--- src/rtl/c8x_pkg.sv ---
// shared constants, codes and controller/datapath types for the chip-8 executor
package c8x_pkg;

  localparam int STACK_DEPTH = 16;
  localparam int SP_W        = $clog2(STACK_DEPTH);
  localparam int DEPTH_W     = $clog2(STACK_DEPTH + 1);
  localparam int MEM_BYTES   = 4096;
  localparam int ADDR_W      = $clog2(MEM_BYTES);
  localparam int SCREEN_W    = 64;
  localparam int SCREEN_H    = 32;
  localparam int ROW_W       = $clog2(SCREEN_H);
  localparam int COL_W       = $clog2(SCREEN_W);

  localparam logic [ADDR_W-1:0] PC_START   = 12'h200;
  localparam logic [ADDR_W-1:0] FONT_RESET = 12'd80;

  // item kinds
  localparam logic [2:0] KIND_LOAD = 3'd0;
  localparam logic [2:0] KIND_EXEC = 3'd1;
  localparam logic [2:0] KIND_READ = 3'd2;
  localparam logic [2:0] KIND_ROW  = 3'd3;
  localparam logic [2:0] KIND_TICK = 3'd4;

  // opcode groups and sub-codes
  localparam logic [15:0] OP_CLS   = 16'h00E0;
  localparam logic [15:0] OP_RET   = 16'h00EE;
  localparam logic [3:0]  GRP_SYS  = 4'h0;
  localparam logic [3:0]  GRP_JP   = 4'h1;
  localparam logic [3:0]  GRP_CALL = 4'h2;
  localparam logic [3:0]  GRP_SEI  = 4'h3;
  localparam logic [3:0]  GRP_SNEI = 4'h4;
  localparam logic [3:0]  GRP_SE   = 4'h5;
  localparam logic [3:0]  GRP_LDI  = 4'h6;
  localparam logic [3:0]  GRP_ADDI = 4'h7;
  localparam logic [3:0]  GRP_ALU  = 4'h8;
  localparam logic [3:0]  GRP_SNE  = 4'h9;
  localparam logic [3:0]  GRP_SETI = 4'hA;
  localparam logic [3:0]  GRP_JPV0 = 4'hB;
  localparam logic [3:0]  GRP_RND  = 4'hC;
  localparam logic [3:0]  GRP_DRW  = 4'hD;
  localparam logic [3:0]  GRP_KEY  = 4'hE;
  localparam logic [3:0]  GRP_MISC = 4'hF;

  localparam logic [3:0] ALU_MOV = 4'h0;
  localparam logic [3:0] ALU_OR  = 4'h1;
  localparam logic [3:0] ALU_AND = 4'h2;
  localparam logic [3:0] ALU_XOR = 4'h3;
  localparam logic [3:0] ALU_ADD = 4'h4;
  localparam logic [3:0] ALU_SUB = 4'h5;
  localparam logic [3:0] ALU_SHR = 4'h6;
  localparam logic [3:0] ALU_RSB = 4'h7;
  localparam logic [3:0] ALU_SHL = 4'hE;

  localparam logic [7:0] NN_SKP   = 8'h9E;
  localparam logic [7:0] NN_SKNP  = 8'hA1;
  localparam logic [7:0] NN_GETDT = 8'h07;
  localparam logic [7:0] NN_WAITK = 8'h0A;
  localparam logic [7:0] NN_SETDT = 8'h15;
  localparam logic [7:0] NN_SETST = 8'h18;
  localparam logic [7:0] NN_ADDIX = 8'h1E;
  localparam logic [7:0] NN_FONT  = 8'h29;
  localparam logic [7:0] NN_BCD   = 8'h33;
  localparam logic [7:0] NN_STORE = 8'h55;
  localparam logic [7:0] NN_FETCH = 8'h65;

  typedef enum logic [4:0] {
    S_IDLE, S_LOAD, S_RDA, S_RDD, S_ROW, S_TICK,
    S_FA, S_FB, S_FC, S_RX, S_RY, S_EXEC,
    S_BCD, S_STR, S_STW, S_LDA, S_LDD,
    S_DRA, S_DRD, S_DRF, S_DONE
  } state_t;

  typedef struct packed {
    state_t step;
    logic   take;
    logic   out_load;
  } cmd_t;

  typedef struct packed {
    logic [2:0]  kind;
    logic [15:0] op;
    logic        cnt_last;
  } stat_t;

endpackage

--- src/rtl/c8x_ctrl.sv ---
// sequencing state machine of the chip-8 executor
module c8x_ctrl (
  input  logic           clk,
  input  logic           rst_n,
  input  logic           in_tvalid,
  input  logic           out_tready,
  input  c8x_pkg::stat_t stat,
  output logic           in_tready,
  output logic           out_tvalid,
  output c8x_pkg::cmd_t  cmd
);
  import c8x_pkg::*;

  state_t     state_r, state_nxt;
  logic       out_valid_r, out_valid_nxt;
  logic       out_free;
  logic [3:0] grp;
  logic [7:0] nn;

  assign out_free = !out_valid_r || out_tready;
  assign grp      = stat.op[15:12];
  assign nn       = stat.op[7:0];

  // next state
  always_comb begin
    state_nxt = state_r;
    unique case (state_r)
      S_IDLE: begin
        if (in_tvalid) begin
          unique case (stat.kind)
            KIND_LOAD: state_nxt = S_LOAD;
            KIND_EXEC: state_nxt = S_FA;
            KIND_READ: state_nxt = S_RDA;
            KIND_ROW:  state_nxt = S_ROW;
            KIND_TICK: state_nxt = S_TICK;
            default:   state_nxt = S_DONE;
          endcase
        end
      end
      S_LOAD, S_RDD, S_ROW, S_TICK: state_nxt = S_DONE;
      S_RDA: state_nxt = S_RDD;
      S_FA:  state_nxt = S_FB;
      S_FB:  state_nxt = S_FC;
      S_FC:  state_nxt = S_RX;
      S_RX:  state_nxt = S_RY;
      S_RY:  state_nxt = S_EXEC;
      S_EXEC: begin
        priority if (grp == GRP_DRW) begin
          state_nxt = (stat.op[3:0] == 4'd0) ? S_DRF : S_DRA;
        end else if (grp == GRP_MISC && nn == NN_BCD) begin
          state_nxt = S_BCD;
        end else if (grp == GRP_MISC && nn == NN_STORE) begin
          state_nxt = S_STR;
        end else if (grp == GRP_MISC && nn == NN_FETCH) begin
          state_nxt = S_LDA;
        end else begin
          state_nxt = S_DONE;
        end
      end
      S_BCD: state_nxt = stat.cnt_last ? S_DONE : S_BCD;
      S_STR: state_nxt = S_STW;
      S_STW: state_nxt = stat.cnt_last ? S_DONE : S_STR;
      S_LDA: state_nxt = S_LDD;
      S_LDD: state_nxt = stat.cnt_last ? S_DONE : S_LDA;
      S_DRA: state_nxt = S_DRD;
      S_DRD: state_nxt = stat.cnt_last ? S_DRF : S_DRA;
      S_DRF: state_nxt = S_DONE;
      S_DONE: state_nxt = out_free ? S_IDLE : S_DONE;
      default: state_nxt = S_IDLE;
    endcase
  end

  // outputs
  always_comb begin
    cmd.step     = state_r;
    cmd.take     = (state_r == S_IDLE) && in_tvalid;
    cmd.out_load = (state_r == S_DONE) && out_free;
    in_tready    = (state_r == S_IDLE);
    out_tvalid   = out_valid_r;
  end

  assign out_valid_nxt = cmd.out_load ? 1'b1 : (out_tready ? 1'b0 : out_valid_r);

  always_ff @(posedge clk) begin
    if (!rst_n) begin
      state_r     <= S_IDLE;
      out_valid_r <= 1'b0;
    end else begin
      state_r     <= state_nxt;
      out_valid_r <= out_valid_nxt;
    end
  end

endmodule

--- config.mk ---
export PLATFORM = sky130hd
export DESIGN_NAME = c8x_ctrl
export DESIGN_NICKNAME = d
export VERILOG_FILES = /design/src/rtl/c8x_pkg.sv /design/src/rtl/c8x_ctrl.sv
export SDC_FILE = /design/constraint.sdc
export NUM_CORES = 1
export LEC_CHECK = 0
export BUFFER_PORTS_ARGS = -buffer_cell sky130_fd_sc_hd__buf_2
export CAP_MARGIN = 40
export CORE_AREA = 2 2 46 48
export DETAILED_ROUTE_END_ITERATION = 12
export DIE_AREA = 0 0 48 50
export PLACE_DENSITY = 0.79
export SYNTH_ARGS = -nofsm -noshare
export SYNTH_HDL_FRONTEND = slang
export SYNTH_SLANG_ARGS = --single-unit
--- constraint.sdc ---
create_clock -name clk -period 1.3 [get_ports clk]
set_input_delay 0 -clock clk [delete_from_list [all_inputs] [get_ports clk]]
set_output_delay 0 -clock clk [all_outputs]
set_load 0.05 [all_outputs]
Word level (Yosys, flattened, before mapping)
Cells that the tools add are included.
{"block": "totals", "in_bits": 24, "register_bits": 6}
{"block": "op_classes", "n_eq_ne": 30, "mux": 15, "reduce_logical": 12}
{"op": "$pmux W5 S17", "count": 1}
{"op": "$mux W5", "count": 9}
{"op": "$eq A5 B4 Y1 const B", "count": 8}
{"op": "$eq A5 B5 Y1 const B", "count": 5}
{"op": "$pmux W5 S5", "count": 1}
{"op": "$eq A5 B3 Y1 const B", "count": 4}
{"op": "$eq A8 B7 Y1 const B", "count": 2}
{"op": "$eq A5 B2 Y1 const B", "count": 2}
{"op": "$eq A4 B4 Y1 const B", "count": 2}
{"op": "$eq A8 B6 Y1 const B", "count": 1}
{"op": "$eq A3 B2 Y1 const B", "count": 2}
{"op": "$eq A5 B1 Y1 const B", "count": 1}
{"op": "$logic_and A1 B1 Y1", "count": 5}
{"op": "$logic_not A5 Y1", "count": 1}
{"op": "$reduce_or A5 Y1", "count": 1}
{"op": "$logic_not A4 Y1", "count": 1}
{"op": "$mux W2", "count": 2}
{"op": "$eq A3 B1 Y1 const B", "count": 1}
{"op": "$eq A3 B3 Y1 const B", "count": 1}
{"op": "$logic_not A3 Y1", "count": 1}
{"op": "$mux W1", "count": 2}
{"op": "$ne A2 B2 Y1 const B", "count": 1}
{"op": "$reduce_bool A2 Y1", "count": 1}
{"op": "$logic_not A1 Y1", "count": 1}
{"op": "$logic_or A1 B1 Y1", "count": 1}

Logic depth before layout (Yosys ltp)
{"block": "depth", "depth_word": 7, "ltp_mapped": 6}

Least setup slack after synthesis
OpenSTA, ideal clock, no wires.
{"block": "synth_timing", "path_kind": "register -> register", "startpoint": "reg state_r[4]", "endpoint": "reg state_r[0]", "slack_ns": -0.546, "arrival_time_ns": 1.712, "setup_ns": 0.134, "path_buffers": 1, "t_required_ns": 1.166, "stages_incl_launch_ff": 7, "path_cell_list": "dfxtp_1 -> clkbuf_1 -> nor2_1 -> nand2_1 -> inv_1 -> a22oi_1 -> a31oi_1"}
{"block": "synth_via", "elab_cells_between_ends": 24, "cone_classes": "eq/ne: 21; mux: 1; reduce/logical: 2"}
{"item": "start: declaration", "line": "c8x_ctrl.sv:14", "text": "state_t state_r, state_nxt;"}
{"item": "start signal: assignment", "line": "c8x_ctrl.sv:89", "text": "state_r <= state_nxt;"}
{"item": "$logic_not A5 Y1 (*)"}
{"item": "via in_tready", "line": "c8x_ctrl.sv:8", "text": "output logic in_tready,"}
{"item": "$pmux W5 S17 / $ne A2 B2 Y1 (equally long branches)"}
The timed path passes the listed nets; every way through them passes the cells marked *.
A chain may end at the register's enable or synchronous reset.

==> tab_implementation.tex <==
\begin{tabular}{lr}
\hline
Metric & Value \\
\hline
\multicolumn{2}{l}{\textbf{Status}} \\
\quad Run status & finished, violations left \\
\quad Violations in the final reports & hold timing, setup timing \\
\multicolumn{2}{l}{\textbf{Floorplan}} \\
\quad Die footprint & 2400 um\^{}2 \\
\quad Core area & 1900 um\^{}2 \\
\quad Number of primary I/O pins & 33 \\
\quad Core Rows & 16 \\
\quad Initial core utilization & 37.6\% \\
\quad Horizontal die dimension & 48 um \\
\quad Die span in y & 50 um \\
\multicolumn{2}{l}{\textbf{Yosys}} \\
\quad Number of warnings reported in the yosys synthesis log & 0 \\
\quad Syn Nets & 124 \\
\quad Total standard cell area after synthesis & 716 um\^{}2 \\
\quad Netlist cell types & 49 \\
\quad Library cell with the largest summed area after synthesis & dfxtp\_1 \\
\quad Sequential cell area fraction in the yosys report & 16.8\% \\
\quad Area fraction of the dominant cell type after synthesis & 16.8\% \\
\quad Flop and latch count out of synthesis & 6 \\
\quad Number of enable-type register cells in the synthesized netlist & 0 \\
\quad Synthesized area per cell & 7.16 um\^{}2 \\
\quad Ys async rst share & 0\% \\
\quad Most used flip-flop cell after synthesis & dfxtp\_1 \\
\quad Synthesized instance count & 100 \\
\quad Leading cell types by total area after synthesis & dfxtp\_1 17\%, nor2\_1 4.7\%, a31oi\_1 4.4\% \\
\multicolumn{2}{l}{\textbf{Drt}} \\
\quad Via count & 1085 \\
\quad DRT Pass-1 Iters & 4 \\
\quad Per-cell via count in the routed design & 5.86 \\
\quad Detailed-route wire length & 3020 um \\
\quad Number of nets still failing antenna checks after routing & 0 \\
\quad Iteration-0 DRC count of the detailed router & 70 \\
\quad Residual DRC count & 0 \\
\quad Routed wire length per instance & 16.3 um \\
\multicolumn{2}{l}{\textbf{Hold path}} \\
\quad Class of the worst hold path & in2reg \\
\multicolumn{2}{l}{\textbf{Timing}} \\
\quad Part of the cycle the worst path needs & 125\% \\
\quad Number of slew-limit violations in the final report & 0 \\
\quad Worst path setup slack after routing & -0.324 ns \\
\quad Worst clock skew on the final layout & 0.00370 ns \\
\quad Measured slew at the worst slew-check pin & 0.354 ns \\
\quad RSZ-0062 raised after global routing & true \\
\quad Post-Route Hold Slack & -0.00307 ns \\
\quad Worst relative slew slack & 76.4\% \\
\quad Timing-limited maximum frequency & 616 MHz \\
\quad Number of endpoints failing setup at the final stage & 9 \\
\quad Endpoints failing hold & 1 \\
\quad Post-layout min period & 1.62 ns \\
\multicolumn{2}{l}{\textbf{Worst setup path}} \\
\quad Req. time, crit path & 1.30 ns \\
\quad Element type at the critical path start & register \\
\quad Crit path arrival time & 1.62 ns \\
\quad Maximum fanout count along the critical path & 3 \\
\quad Crit Path Class & reg2out \\
\quad Capturing element type of the critical path & output port \\
\multicolumn{2}{l}{\textbf{Power and ir drop}} \\
\quad Max VDD drop & 1.59 mV \\
\quad Static Leak & 0.579 nW \\
\quad Total design power & 0.00331 W \\
\quad Power Dens Cells & 2360 nW/um\^{}2 \\
\multicolumn{2}{l}{\textbf{Final layout}} \\
\quad Post-Layout Inst Area & 1400 um\^{}2 \\
\quad Fraction of layout instances using a drive strength above 1 & 63.9\% \\
\quad Total number of nets in the final design & 184 \\
\quad Number of inserted diodes & 0 \\
\quad Post-synthesis to final-layout area growth & 95.6\% \\
\multicolumn{2}{l}{\textbf{GRT}} \\
\quad Pin count of the biggest net entering global routing & 14 \\
\quad Number of antenna violations at the first check in global routing & 0 \\
\quad Global router's overall resource usage & 24.5\% \\
\quad Remaining global-route overflow & 0 \\
\quad Via count of the first global-routing pass & 960 \\
\quad First-pass GRT wire length & 4170 um \\
\multicolumn{2}{l}{\textbf{Flow run}} \\
\quad Total of max-cap violations & 0 \\
\multicolumn{2}{l}{\textbf{Clocking}} \\
\quad Insertion delay of the later-clocked pin in the worst-skew pair & 0.26 ns \\
\quad CTS root buf & clkbuf\_4 \\
\quad TritonCTS Sinks & 6 \\
\quad H-Tree Level Count & 1 \\
\quad CTS tree & done \\
\quad Bufs on Longest Clock Path & 2 \\
\quad Clock-pin slew of the registers on the worst-case setup and hold paths & 0.06 ns \\
\quad Total CTS buffers & 3 \\
\multicolumn{2}{l}{\textbf{Placed design}} \\
\quad Sum of net half-perimeters after detailed placement & 1800 um \\
\quad PortBufs & 28 \\
\quad Last weighted congestion value of the routability-driven placer & 0.871 \\
\quad Cell area after placement & 1040 um\^{}2 \\
\hline
\end{tabular}
layout by cell type, fill, tap and decap left out, types with 2 or more instances in the layout:
cell type	n
buf_6	8
a21oi_1	3
nand3_1	2
o21ai_1	4
buf_12	2
buf_8	3
clkbuf_4	3
dfxtp_4	5
nor3_1	2
inv_2	2
nor2_2	2
buf_2	25
nand2_1	6
buf_4	25
xnor2_1	2
nand4b_1	2
nand2b_1	2
a31oi_1	2
nand4_1	2
a21o_1	2
nand3b_1	2
nor2_1	5
nor2_4	2
or3_4	3
o211ai_1	3
inv_1	2
a31oi_4	2
stage by stage:
| step | setup WS, ns | TNS, ns | utilization, % | std cells |
|---|---|---|---|---|
| after floorplan | -0.231 | -1.14 | - | 100 |
| after global placement | -0.107 | -0.331 | 54.9 | 168 |
| after detailed placement | -0.123 | -0.502 | 54.9 | 168 |
| after CTS | -0.338 | -1.44 | 64.1 | 178 |
| after global routing | -0.358 | -2.29 | 73.6 | 185 |
| final | -0.324 | -1.79 | 73.6 | 185 |
layer usage:
layer	GRT usage (%)	routed length (um)
met3	4.03	263
met2	38.9	1480
met1	29.7	1180
met4	13.5	98
met5	0	0
final timing paths:
path,end,slack (ns),start,cells past startpoint
worst max-delay path,cmd[0],-0.32,state_r[1],4
worst min-delay path,out_tvalid,-0.003,rst_n,2
worst max register to register,state_r[3],-0.26,state_r[1],4
worst min register to register,out_tvalid,0.56,out_tvalid,2
cell families (layout without fill, tap and decap cells):
family                    count (synthesis)  count (layout)  share of synthesized area (%)
DFF                                       6               6                           16.8
muxes                                     1               1                           1.57
buffers and inverters                    13              71                           9.27
AOI/OAI and AO/OA                        33              33                           31.8
xor gates and xnor gates                  3               3                           3.67
and+or+nand+nor                          44              44                           36.9
timing repair:
| action | in CTS | in global routing |
|---|---|---|
| gates resized for setup | 23 | 32 |
| buffers inserted | 7 | 9 |
| hold endpoints to repair | 0 | 0 |
| setup endpoints to repair | 8 | 9 |
| pin swaps | 18 | 20 |
| hold buffers | 0 | 0 |
cell usage after synthesis, drive strengths merged (2+ instances only):
cell	number
nor2	9
nand2	7
dfxtp	6
o21ai	6
a31oi	5
buf	5
inv	5
a21oi	4
nor3	4
or3	4
clkbuf	3
o211ai	3
a21o	2
nand2b	2
nand3	2
nand3b	2
nand4	2
nand4b	2
xnor2	2
cell type report:
cell class / count / area [um^2]
clock buffers: 3 / 22.5
fillers: 131 / 502
inverters: 5 / 22.5
multi-input cells: 81 / 694
flip-flops and latches: 6 / 139
well taps: 27 / 33.8
repair buffers: 63 / 488
state kept, by name (all words and copies together), names as in the netlist:
| signal | cells |
|---|---|
| out_tvalid | 1 |
| state_r | 5 |
worst max-delay path, cell delays in order (launching register included):
cell	delay [ns]
dfxtp_4	0.36
or3_4	0.37
or3_4	0.35
nor2b_4	0.13
buf_8	0.15
power breakdown:
part	total, W	leakage (nW)	internal, W	switching, W
Combinational	0.00273	0.513	0.00133	0.00140
Clock	0.000200	0.0138	0.000106	0.0000937
Sequential	0.000372	0.0526	0.000274	0.0000980
Total	0.00331	0.579	0.00171	0.00159
Note: power is estimated with default switching activity, not from simulation.
